$ cat config.mk
export PLATFORM = sky130hd
export DESIGN_NAME = encoder_count_extend_rpm_core
export DESIGN_NICKNAME = d
export VERILOG_FILES = /design/src/hw/rtl/ecr_pkg.sv /design/src/hw/rtl/ecr_cfg_regs.sv /design/src/hw/rtl/ecr_div_step.sv /design/src/hw/rtl/encoder_count_extend_rpm_core.sv
export SDC_FILE = /design/constraint.sdc
export NUM_CORES = 2
export LEC_CHECK = 0
export CAP_MARGIN = 10
export CORE_UTILIZATION = 30
export CTS_CLUSTER_DIAMETER = 120
export DETAILED_ROUTE_END_ITERATION = 10
export DONT_BUFFER_PORTS = 1
export SLEW_MARGIN = 20
export SYNTH_ARGS = -nofsm -noshare
export SYNTH_HDL_FRONTEND = slang
export SYNTH_SLANG_ARGS = --single-unit
$ cat constraint.sdc
create_clock -name clk_i -period 10.2 [get_ports clk_i]
set_input_delay 2.55 -clock clk_i [delete_from_list [all_inputs] [get_ports clk_i]]
set_output_delay 2.55 -clock clk_i [all_outputs]
set_load 0.02 [all_outputs]
$ cat src/hw/rtl/ecr_pkg.sv
package ecr_pkg;

  // span of the wrapping hardware pulse counter is -COUNT_LIMIT..+COUNT_LIMIT
  localparam int COUNT_LIMIT = 1000;

  localparam int SAMPLE_W = 11;
  localparam int TICK_W   = 32;
  localparam int TOTAL_W  = 48;
  localparam int SPEED_W  = 32;
  localparam int CPR_W    = 16;
  localparam int RATE_W   = 14;
  localparam int DATA_W   = 16;

  // 60 s/min times 2^8 for the Q8 speed
  localparam int K_SCALE  = 60 * 256;
  localparam int K_W      = 28;

  // divider datapath
  localparam int DIV_W    = 48;
  localparam int DVD_W    = 64;

  localparam logic [RATE_W-1:0] RATE_RESET = RATE_W'(1000);
  localparam logic [CPR_W-1:0]  CPR_RESET  = CPR_W'(1);

  typedef enum logic [0:0] {
    CFG_COUNTS_PER_REV = 1'b0,
    CFG_TICK_RATE_HZ   = 1'b1
  } cfg_idx_e;

  typedef struct packed {
    logic signed [SAMPLE_W-1:0] pulse_sample;
    logic [TICK_W-1:0]          tick_now;
  } in_item_t;

  typedef struct packed {
    logic signed [TOTAL_W-1:0] total_count;
    logic signed [TOTAL_W-1:0] rotations_q16;
    logic signed [SPEED_W-1:0] speed_rpm_q8;
  } out_item_t;

  // effective configuration seen by the datapath
  typedef struct packed {
    logic [CPR_W-1:0] cpr;
    logic [K_W-1:0]   k;
  } cfg_t;

endpackage

$ cat src/hw/rtl/ecr_cfg_regs.sv
module ecr_cfg_regs (
  input  logic                    clk_i,
  input  logic                    rst_ni,
  input  logic                    cfg_valid_i,
  output logic                    cfg_ready_o,
  input  ecr_pkg::cfg_idx_e       cfg_index_i,
  input  logic [ecr_pkg::DATA_W-1:0] cfg_data_i,
  output ecr_pkg::cfg_t           cfg_o
);

  logic [ecr_pkg::CPR_W-1:0]  cpr_q, cpr_d;
  logic [ecr_pkg::RATE_W-1:0] rate_q, rate_d;

  assign cfg_ready_o = 1'b1;

  always_comb begin
    cpr_d  = cpr_q;
    rate_d = rate_q;
    if (cfg_valid_i) begin
      unique case (cfg_index_i)
        ecr_pkg::CFG_COUNTS_PER_REV: cpr_d  = cfg_data_i[ecr_pkg::CPR_W-1:0];
        ecr_pkg::CFG_TICK_RATE_HZ:   rate_d = cfg_data_i[ecr_pkg::RATE_W-1:0];
        default: ;
      endcase
    end
  end

  always_ff @(posedge clk_i or negedge rst_ni) begin
    if (!rst_ni) begin
      cpr_q  <= ecr_pkg::CPR_RESET;
      rate_q <= ecr_pkg::RATE_RESET;
    end else begin
      cpr_q  <= cpr_d;
      rate_q <= rate_d;
    end
  end

  // zero counts per rev divides as one
  assign cfg_o.cpr = (cpr_q == '0) ? ecr_pkg::CPR_W'(1) : cpr_q;
  assign cfg_o.k   = ecr_pkg::K_W'(rate_q) * ecr_pkg::K_W'(ecr_pkg::K_SCALE);

endmodule

$ cat src/hw/rtl/ecr_div_step.sv
module ecr_div_step (
  input  logic [ecr_pkg::DIV_W-1:0] rem_i,
  input  logic                      bit_i,
  input  logic [ecr_pkg::DIV_W-1:0] div_i,
  output logic [ecr_pkg::DIV_W-1:0] rem_o,
  output logic                      q_o
);

  logic [ecr_pkg::DIV_W:0] shifted;
  logic [ecr_pkg::DIV_W:0] trial;

  // one restoring step: shift in the next dividend bit, subtract if it fits
  always_comb begin
    shifted = {rem_i, bit_i};
    trial   = shifted - {1'b0, div_i};
    q_o     = ~trial[ecr_pkg::DIV_W];
    rem_o   = q_o ? trial[ecr_pkg::DIV_W-1:0] : shifted[ecr_pkg::DIV_W-1:0];
  end

endmodule

$ cat src/hw/rtl/encoder_count_extend_rpm_core.sv
// Encoder count extension and speed core. Each transaction on the input side
// carries one reading of the wrapping pulse counter and the current tick; each
// one yields exactly one result with the unwrapped total, rotations in Q16 and
// speed in Q8 RPM. Items are handled one at a time through a single shared
// restoring divider: with the tick unchanged an item runs accumulation,
// preparation and 64 divider steps for the rotations; when the tick moved,
// a low and a high multiply and a sum follow, then 32 divider steps for the
// speed. in_stall_o is high while an item is in work. A finished result
// sits in an output register, so a new item is taken while the last one
// waits downstream. Configuration writes are taken at any time but must
// only be issued while the block is idle.
module encoder_count_extend_rpm_core (
  input  logic                       clk_i,
  input  logic                       rst_ni,
  input  logic                       in_valid_i,
  output logic                       in_stall_o,
  input  ecr_pkg::in_item_t          in_i,
  output logic                       out_valid_o,
  input  logic                       out_stall_i,
  output ecr_pkg::out_item_t         out_o,
  input  logic                       cfg_valid_i,
  output logic                       cfg_ready_o,
  input  ecr_pkg::cfg_idx_e          cfg_index_i,
  input  logic [ecr_pkg::DATA_W-1:0] cfg_data_i
);

  localparam int DELTA_W = 18;
  localparam int CNT_W   = 6;
  localparam int TW      = ecr_pkg::TOTAL_W;

  localparam logic signed [DELTA_W-1:0] LIMIT_S = DELTA_W'(ecr_pkg::COUNT_LIMIT);
  localparam logic signed [DELTA_W-1:0] SPAN_S  = DELTA_W'(2 * ecr_pkg::COUNT_LIMIT);
  localparam logic [ecr_pkg::DVD_W-1:0] ROT_NEG_CAP = ecr_pkg::DVD_W'(64'h8000_0000_0000);
  localparam logic [ecr_pkg::DVD_W-1:0] ROT_POS_CAP = ecr_pkg::DVD_W'(64'h7FFF_FFFF_FFFF);
  localparam logic [ecr_pkg::SPEED_W-1:0] SPD_NEG_CAP = 32'h8000_0000;
  localparam logic [ecr_pkg::SPEED_W-1:0] SPD_POS_CAP = 32'h7FFF_FFFF;
  localparam logic [CNT_W-1:0] ROT_LAST = CNT_W'(63);
  localparam logic [CNT_W-1:0] SPD_LAST = CNT_W'(31);

  typedef enum logic [10:0] {
    S_IDLE   = 11'b000_0000_0001,
    S_ACC    = 11'b000_0000_0010,
    S_PREP   = 11'b000_0000_0100,
    S_ROT    = 11'b000_0000_1000,
    S_ROTFIN = 11'b000_0001_0000,
    S_MUL_LO = 11'b000_0010_0000,
    S_MUL_HI = 11'b000_0100_0000,
    S_SUM    = 11'b000_1000_0000,
    S_SPD    = 11'b001_0000_0000,
    S_SPDFIN = 11'b010_0000_0000,
    S_DONE   = 11'b100_0000_0000
  } state_e;

  state_e state_q, state_d;

  ecr_pkg::cfg_t cfg;

  // control state
  logic [CNT_W-1:0] cnt_q, cnt_d;
  logic             out_valid_q, out_valid_d;

  // item state
  logic signed [ecr_pkg::SAMPLE_W-1:0] prev_sample_q, prev_sample_d;
  logic signed [TW-1:0]                total_q, total_d;
  logic signed [TW-1:0]                snap_q, snap_d;
  logic [ecr_pkg::TICK_W-1:0]          prev_tick_q, prev_tick_d;
  logic signed [ecr_pkg::SPEED_W-1:0]  held_q, held_d;

  // working registers
  ecr_pkg::in_item_t                   in_q, in_d;
  ecr_pkg::out_item_t                  out_q, out_d;
  logic                                upd_q, upd_d;
  logic signed [TW-1:0]                rot_q, rot_d;
  logic signed [TW:0]                  dc_q, dc_d;
  logic [TW-1:0]                       a_q, a_d;
  logic                                sneg_q, sneg_d;
  logic [ecr_pkg::DVD_W-1:0]           dvd_q, dvd_d;
  logic [ecr_pkg::DIV_W-1:0]           rem_q, rem_d;
  logic [51:0]                         p_lo_q, p_lo_d;
  logic [51:0]                         p_hi_q, p_hi_d;
  logic [ecr_pkg::DIV_W-1:0]           dd_q, dd_d;
  logic                                ovf_q, ovf_d;

  // shared divider step
  logic [ecr_pkg::DIV_W-1:0] step_div;
  logic [ecr_pkg::DIV_W-1:0] step_rem;
  logic                      step_q;

  logic in_xfer;
  logic out_xfer;
  logic slot_free;

  ecr_cfg_regs u_cfg (
    .clk_i       (clk_i),
    .rst_ni      (rst_ni),
    .cfg_valid_i (cfg_valid_i),
    .cfg_ready_o (cfg_ready_o),
    .cfg_index_i (cfg_index_i),
    .cfg_data_i  (cfg_data_i),
    .cfg_o       (cfg)
  );

  assign step_div = (state_q == S_SPD) ? dd_q : ecr_pkg::DIV_W'(cfg.cpr);

  ecr_div_step u_div_step (
    .rem_i (rem_q),
    .bit_i (dvd_q[ecr_pkg::DVD_W-1]),
    .div_i (step_div),
    .rem_o (step_rem),
    .q_o   (step_q)
  );

  assign in_stall_o  = (state_q != S_IDLE);
  assign in_xfer     = in_valid_i && !in_stall_o;
  assign out_xfer    = out_valid_q && !out_stall_i;
  assign slot_free   = !out_valid_q || !out_stall_i;
  assign out_valid_o = out_valid_q;
  assign out_o       = out_q;

  always_comb begin
    logic signed [DELTA_W-1:0]   delta;
    logic signed [TW:0]          sum;
    logic [TW-1:0]               mag;
    logic [TW:0]                 dc_neg;
    logic [ecr_pkg::DVD_W-1:0]   rot_mag;
    logic [TW-1:0]               rot_sat;
    logic [ecr_pkg::TICK_W-1:0]  dt;
    logic [75:0]                 prod;
    logic [ecr_pkg::SPEED_W-1:0] quo;
    logic [ecr_pkg::SPEED_W-1:0] sp;

    state_d       = state_q;
    cnt_d         = cnt_q;
    out_valid_d   = out_xfer ? 1'b0 : out_valid_q;
    prev_sample_d = prev_sample_q;
    total_d       = total_q;
    snap_d        = snap_q;
    prev_tick_d   = prev_tick_q;
    held_d        = held_q;
    in_d          = in_q;
    out_d         = out_q;
    upd_d         = upd_q;
    rot_d         = rot_q;
    dc_d          = dc_q;
    a_d           = a_q;
    sneg_d        = sneg_q;
    dvd_d         = dvd_q;
    rem_d         = rem_q;
    p_lo_d        = p_lo_q;
    p_hi_d        = p_hi_q;
    dd_d          = dd_q;
    ovf_d         = ovf_q;

    delta   = DELTA_W'(in_q.pulse_sample) - DELTA_W'(prev_sample_q);
    sum     = '0;
    mag     = '0;
    dc_neg  = -dc_q;
    rot_mag = '0;
    rot_sat = '0;
    dt      = in_q.tick_now - prev_tick_q;
    prod    = 76'(p_lo_q) + (76'(p_hi_q) << 24);
    quo     = dvd_q[ecr_pkg::SPEED_W-1:0];
    sp      = '0;

    unique case (state_q)
      S_IDLE: begin
        if (in_xfer) begin
          in_d    = in_i;
          state_d = S_ACC;
        end
      end
      S_ACC: begin
        // unwrap the counter change, then add with saturation
        if (delta > LIMIT_S) begin
          delta = delta - SPAN_S;
        end else if (delta < -LIMIT_S) begin
          delta = delta + SPAN_S;
        end
        sum = (TW+1)'(total_q) + (TW+1)'(delta);
        if (sum[TW] != sum[TW-1]) begin
          total_d = sum[TW] ? {1'b1, {(TW-1){1'b0}}} : {1'b0, {(TW-1){1'b1}}};
        end else begin
          total_d = sum[TW-1:0];
        end
        prev_sample_d = in_q.pulse_sample;
        upd_d         = (in_q.tick_now != prev_tick_q);
        state_d       = S_PREP;
      end
      S_PREP: begin
        mag     = total_q[TW-1] ? TW'(-total_q) : TW'(total_q);
        dvd_d   = {mag, 16'h0};
        rem_d   = '0;
        cnt_d   = '0;
        dc_d    = (TW+1)'(total_q) - (TW+1)'(snap_q);
        state_d = S_ROT;
      end
      S_ROT: begin
        a_d    = dc_q[TW] ? dc_neg[TW-1:0] : dc_q[TW-1:0];
        sneg_d = dc_q[TW];
        rem_d  = step_rem;
        dvd_d  = {dvd_q[ecr_pkg::DVD_W-2:0], step_q};
        cnt_d  = cnt_q + CNT_W'(1);
        if (cnt_q == ROT_LAST) begin
          state_d = S_ROTFIN;
        end
      end
      S_ROTFIN: begin
        if (total_q[TW-1]) begin
          rot_mag = (dvd_q > ROT_NEG_CAP) ? ROT_NEG_CAP : dvd_q;
        end else begin
          rot_mag = (dvd_q > ROT_POS_CAP) ? ROT_POS_CAP : dvd_q;
        end
        rot_sat = rot_mag[TW-1:0];
        rot_d   = total_q[TW-1] ? -rot_sat : rot_sat;
        state_d = upd_q ? S_MUL_LO : S_DONE;
      end
      S_MUL_LO: begin
        p_lo_d  = 52'(a_q[23:0]) * 52'(cfg.k);
        dd_d    = ecr_pkg::DIV_W'(cfg.cpr) * ecr_pkg::DIV_W'(dt);
        state_d = S_MUL_HI;
      end
      S_MUL_HI: begin
        p_hi_d  = 52'(a_q[TW-1:24]) * 52'(cfg.k);
        state_d = S_SUM;
      end
      S_SUM: begin
        rem_d   = ecr_pkg::DIV_W'(prod[75:32]);
        dvd_d   = {prod[31:0], 32'h0};
        cnt_d   = '0;
        state_d = S_SPD;
      end
      S_SPD: begin
        // quotient of 2^32 or more shows in the upper part before any step
        if (cnt_q == '0) begin
          ovf_d = (rem_q >= dd_q);
        end
        rem_d = step_rem;
        dvd_d = {dvd_q[ecr_pkg::DVD_W-2:0], step_q};
        cnt_d = cnt_q + CNT_W'(1);
        if (cnt_q == SPD_LAST) begin
          state_d = S_SPDFIN;
        end
      end
      S_SPDFIN: begin
        if (sneg_q) begin
          sp = (ovf_q || quo > SPD_NEG_CAP) ? SPD_NEG_CAP : quo;
        end else begin
          sp = (ovf_q || quo > SPD_POS_CAP) ? SPD_POS_CAP : quo;
        end
        held_d  = sneg_q ? -sp : sp;
        snap_d  = total_q;
        state_d = S_DONE;
      end
      S_DONE: begin
        if (slot_free) begin
          out_d.total_count   = total_q;
          out_d.rotations_q16 = rot_q;
          out_d.speed_rpm_q8  = held_q;
          out_valid_d         = 1'b1;
          prev_tick_d         = in_q.tick_now;
          state_d             = S_IDLE;
        end
      end
      default: state_d = S_IDLE;
    endcase
  end

  always_ff @(posedge clk_i or negedge rst_ni) begin
    if (!rst_ni) begin
      state_q       <= S_IDLE;
      cnt_q         <= '0;
      out_valid_q   <= 1'b0;
      prev_sample_q <= '0;
      total_q       <= '0;
      snap_q        <= '0;
      prev_tick_q   <= '0;
      held_q        <= '0;
      upd_q         <= 1'b0;
      ovf_q         <= 1'b0;
    end else begin
      state_q       <= state_d;
      cnt_q         <= cnt_d;
      out_valid_q   <= out_valid_d;
      prev_sample_q <= prev_sample_d;
      total_q       <= total_d;
      snap_q        <= snap_d;
      prev_tick_q   <= prev_tick_d;
      held_q        <= held_d;
      upd_q         <= upd_d;
      ovf_q         <= ovf_d;
    end
  end

  always_ff @(posedge clk_i) begin
    in_q   <= in_d;
    out_q  <= out_d;
    rot_q  <= rot_d;
    dc_q   <= dc_d;
    a_q    <= a_d;
    sneg_q <= sneg_d;
    dvd_q  <= dvd_d;
    rem_q  <= rem_d;
    p_lo_q <= p_lo_d;
    p_hi_q <= p_hi_d;
    dd_q   <= dd_d;
  end

  a_accept_starts: assert property (@(posedge clk_i) disable iff (!rst_ni)
    in_xfer |=> state_q == S_ACC)
    else $error("accepted transaction did not start accumulation");

  a_result_from_done: assert property (@(posedge clk_i) disable iff (!rst_ni)
    $rose(out_valid_o) |-> $past(state_q == S_DONE))
    else $error("result presented outside completion");

  a_speed_needs_tick: assert property (@(posedge clk_i) disable iff (!rst_ni)
    !$stable(held_q) |-> $past(upd_q) && $past(state_q == S_SPDFIN))
    else $error("speed changed without a tick change");

  a_spd_count: assert property (@(posedge clk_i) disable iff (!rst_ni)
    state_q == S_SPD |-> cnt_q <= SPD_LAST)
    else $error("speed division ran past its last step");

endmodule
==> metrics.md <==
| Metric | Value |
|---|---|
| DR iter-0 viols | around 5.2k |
| I/O pin cnt | just under 200 |
| Count leader, synth | inv_1 |
| Worst r2r path cells | 38 |
| Antenna-violating nets left | 0 |
| Grt total ovfl | 0 |
| CTS H-tree lvls | 3 |
| Min cycle time layout | slightly below 10 ns |
| Worst skew pair latency | 0.75 ns |
| Min-delay src | rot_q[17] |
| Slew Limit Fails | 0 |
| Die area | a little over 300000 sq um |
| Total core area | between 300000 and 400000 sq um |
| Vias in the first global route | 69.66k |
| Max cap viols | 0 |
| Vias per cell | just over 5 |
| Via Count | 69.62k |
| FFs w/ async S/R, synth | 0.2826 |
| Cell accounting for the most synthesized area | fa_1 |
| Synth top area share | 0.2528 |
| Post-Route WL | between 200000 and 300000 microns |
| Estimated wirelength of the detail-placed design | around 200000 microns |
| Top FF cell, synth | edfxtp_1 |
| Synth warn | 0 |
| Final worst slack | 0.2909 ns |
| Worst clock skew | just over 0.04 ns |
| Start of the worst register-to-register path | u_cfg.rate_q[1] |
| Placed cell area | between 90000 and 100000 sq um |
| Total track usage | 0.1731 |
| Final hold vios | 0 |
| Layout cell share with drive strength beyond 1 | 0.06455 |
| Final setup fails | 0 |
| Worst slew margin | 0.2348 |
| DRC Markers | 0 |
| Hold/Removal Path Class | flop to flop |
| Avg WL per Cell | between 15 and 20 microns |
| Worst Hold Depth | 0 |
| Row Count | between 200 and 250 |
| Setup crit end kind | flop |
| Post-Synth Adder-Cell Area | 0.3404 |
| Top cells by count, synth | 1567 x inv_1, 1464 x nand2_1, 1153 x fa_1 |
| Largest family of logic cells by synthesized area | adder cells |
| Crit-path max cell delay | slightly below 0.6 ns |
| Gpl congestion | around 0.9 |
| Crit path DAT | between 10 and 15 ns |
| Unrepaired setup endpoints after global routing | true |
| Post-Synth XOR/XNOR Area | 0.04057 |
| Period utilisation layout | 0.9715 |
| Crit-path most repeated cell | fa_1 |
| CP startpoint kind | flop |
| Dpl ws | -0.3206 ns |
| Initial core utilization | 0.3016 |
| Mapped Area | 91310 sq um |
| Nets | 11.63k |
| Root buffer cell | clkbuf_16 |
| Status | complete, no violations |
| Simple-gate share of the synthesized area | 0.1579 |
| PortBufs | 0 |
| Post-Syn Area per Cell | just over 9 sq um |
| CP max-delay cell | fa_1 |
| CTS max path bufs | 3 |
| Mapped Cells | roughly 9.9k |
| Syn_nets | around 12k |
| Area Growth Syn to Fin | 10.31% |
| Die W | around 550 microns |
| CTS Buf Count | 93 |
| First-pass GRT wire length | ~420000 microns |
| Reg2Reg Setup Slack | approximately 0.29 ns |
| Dominant cells by area after synthesis | fa_1 25%, edfxtp_1 18%, ha_1 8.7% |
| R2R Path End | p_lo_q[51] |
| Final Cell Area | just over 100000 sq um |
| CP required | 10.68 ns |
| TritonRoute pass-1 iters | 5 |
| Complex-gate fraction of the synthesized area | 0.1179 |
| Post-synth EDFFs | between 500 and 600 |
| Clk slew on worst S/H paths | approximately 0.06 ns |
| Die height | ~550 microns |
| TritonCTS clock tree | done |
| Initial antenna violation count | 11 |
| Max FO, Critical Path | 7 |
| Count of cell types in the netlist | 91 |
| Hold EP | out_o[49] |
| Multiplexer share of the synthesized area | 0.01152 |
| #FFs+latches synth | roughly 800 |
| Clk sinks | approximately 780 |
| Worst slew pin tran | between 1 and 1.5 ns |
| Largest net degree at the start of global routing | between 200 and 250 |
| Seq/Total Area, Yosys | 0.2452 |
| Max Clock Freq | slightly above 100 MHz |
| CP Class | flop to flop |
per-stage QoR:
stage | util | hold slack [ns] | TNS, ns | std cells
CTS | 0.3303 | 0.4206 | 0 | 13822
floorplan | - | 0.4003 | 0 | 9927
finish | 0.3327 | 0.4177 | 0 | 13837
global route | 0.3326 | 0.4232 | -0.2961 | 13835
detailed placement | 0.3194 | 0.4066 | -1.674 | 13647
global placement | 0.3194 | 0.4032 | -1.116 | 13647
cell usage in the layout, fill, tap and decap left out, types with 53 or more instances in the layout:
cell type / count
edfxtp_1: 561
xor2_1: 148
clkbuf_16: 93
nand4_1: 87
ha_1: 621
xnor2_1: 264
a21oi_1: 402
o31ai_1: 57
nor2_1: 303
nor2b_1: 67
mux2i_1: 68
a31oi_1: 97
nand2_1: 1460
nor3_1: 87
and2_1: 366
o22ai_1: 54
fa_1: 1149
nand2b_1: 99
o21ai_0: 471
and3_1: 74
inv_1: 1561
buf_4: 257
dfrtp_1: 209
nand3_1: 164
a21o_1: 207
o21bai_1: 53
registers in the layout (all words and copies together), names as in the netlist, 14 cells and up:
signal,flops
p_hi_q,42
in_q,43
total_q,48
u_cfg.cpr_q,16
a_q,48
snap_q,48
dc_q,49
p_lo_q,42
dvd_q,64
rem_q,48
rot_q,48
u_cfg.rate_q,14
held_q,32
dd_q,48
out_o,128
prev_tick_q,32
worst max-delay path, delay by kind of cell (launching register included):
family	cells	cell delay (ns)
AOI/OAI and AO/OA	15	2.82
buffers and inverters	9	1.08
DFF	1	0.41
and+or+nand+nor	2	0.19
adders and majority gates	10	4.72
xor gates and xnor gates	2	0.40
how the worst max path moves through the flow:
stage	start	to	slack [ns]
5_1_grt	u_cfg.rate_q[1]	p_lo_q[51]	-0.06
6_report	u_cfg.rate_q[1]	p_lo_q[51]	0.29
2_1_floorplan	u_cfg.rate_q[0]	p_lo_q[51]	0.35
3_5_place_dp	u_cfg.rate_q[0]	p_lo_q[50]	-0.32
3_3_place_gp	u_cfg.rate_q[0]	p_lo_q[50]	-0.25
4_1_cts	u_cfg.rate_q[0]	p_lo_q[51]	0.0006
routing by layer:
| layer | global-route usage | wire, microns | vias up |
|---|---|---|---|
| met4 | 0.04270 | 6923 | 0 |
| met1 | 0.2346 | 117500 | 35031 |
| li1 | - | - | 32235 |
| met3 | 0.02362 | 15950 | 347 |
| met2 | 0.2902 | 126900 | 2006 |
| met5 | 0 | 0 | - |
cell families after synthesis:
kind of cell / after synthesis
adder cells (fa/ha/maj): 1793
flip-flops: 782
AND/OR/NAND/NOR: 3007
AO/OA/AOI/OAI: 1720
buffers and inverters: 2100
XOR/XNOR: 423
multiplexers: 101
other: 1
layout make-up:
type,count,area [sq um]
timing repair buffer,282,2335
fill,31141,202100
clock buffer,114,2466
inverter,1569,5892
multi-input combinational,7045,61850
tap,3978,4977
clock inverter,61,794.5
sequential,782,22390
antenna,6,15.01
timing repair:
item                                    CTS  global route
hold buffers                              0             0
pin swaps                                 4            91
gates resized for setup                  11           115
setup buffers                             0             8
endpoints found under the setup margin   18            31
endpoints found under the hold margin     0             0
Power is left out: the tool's default activity adds up to more than one toggle a clock period on the data nets, which glitch-free logic cannot reach.
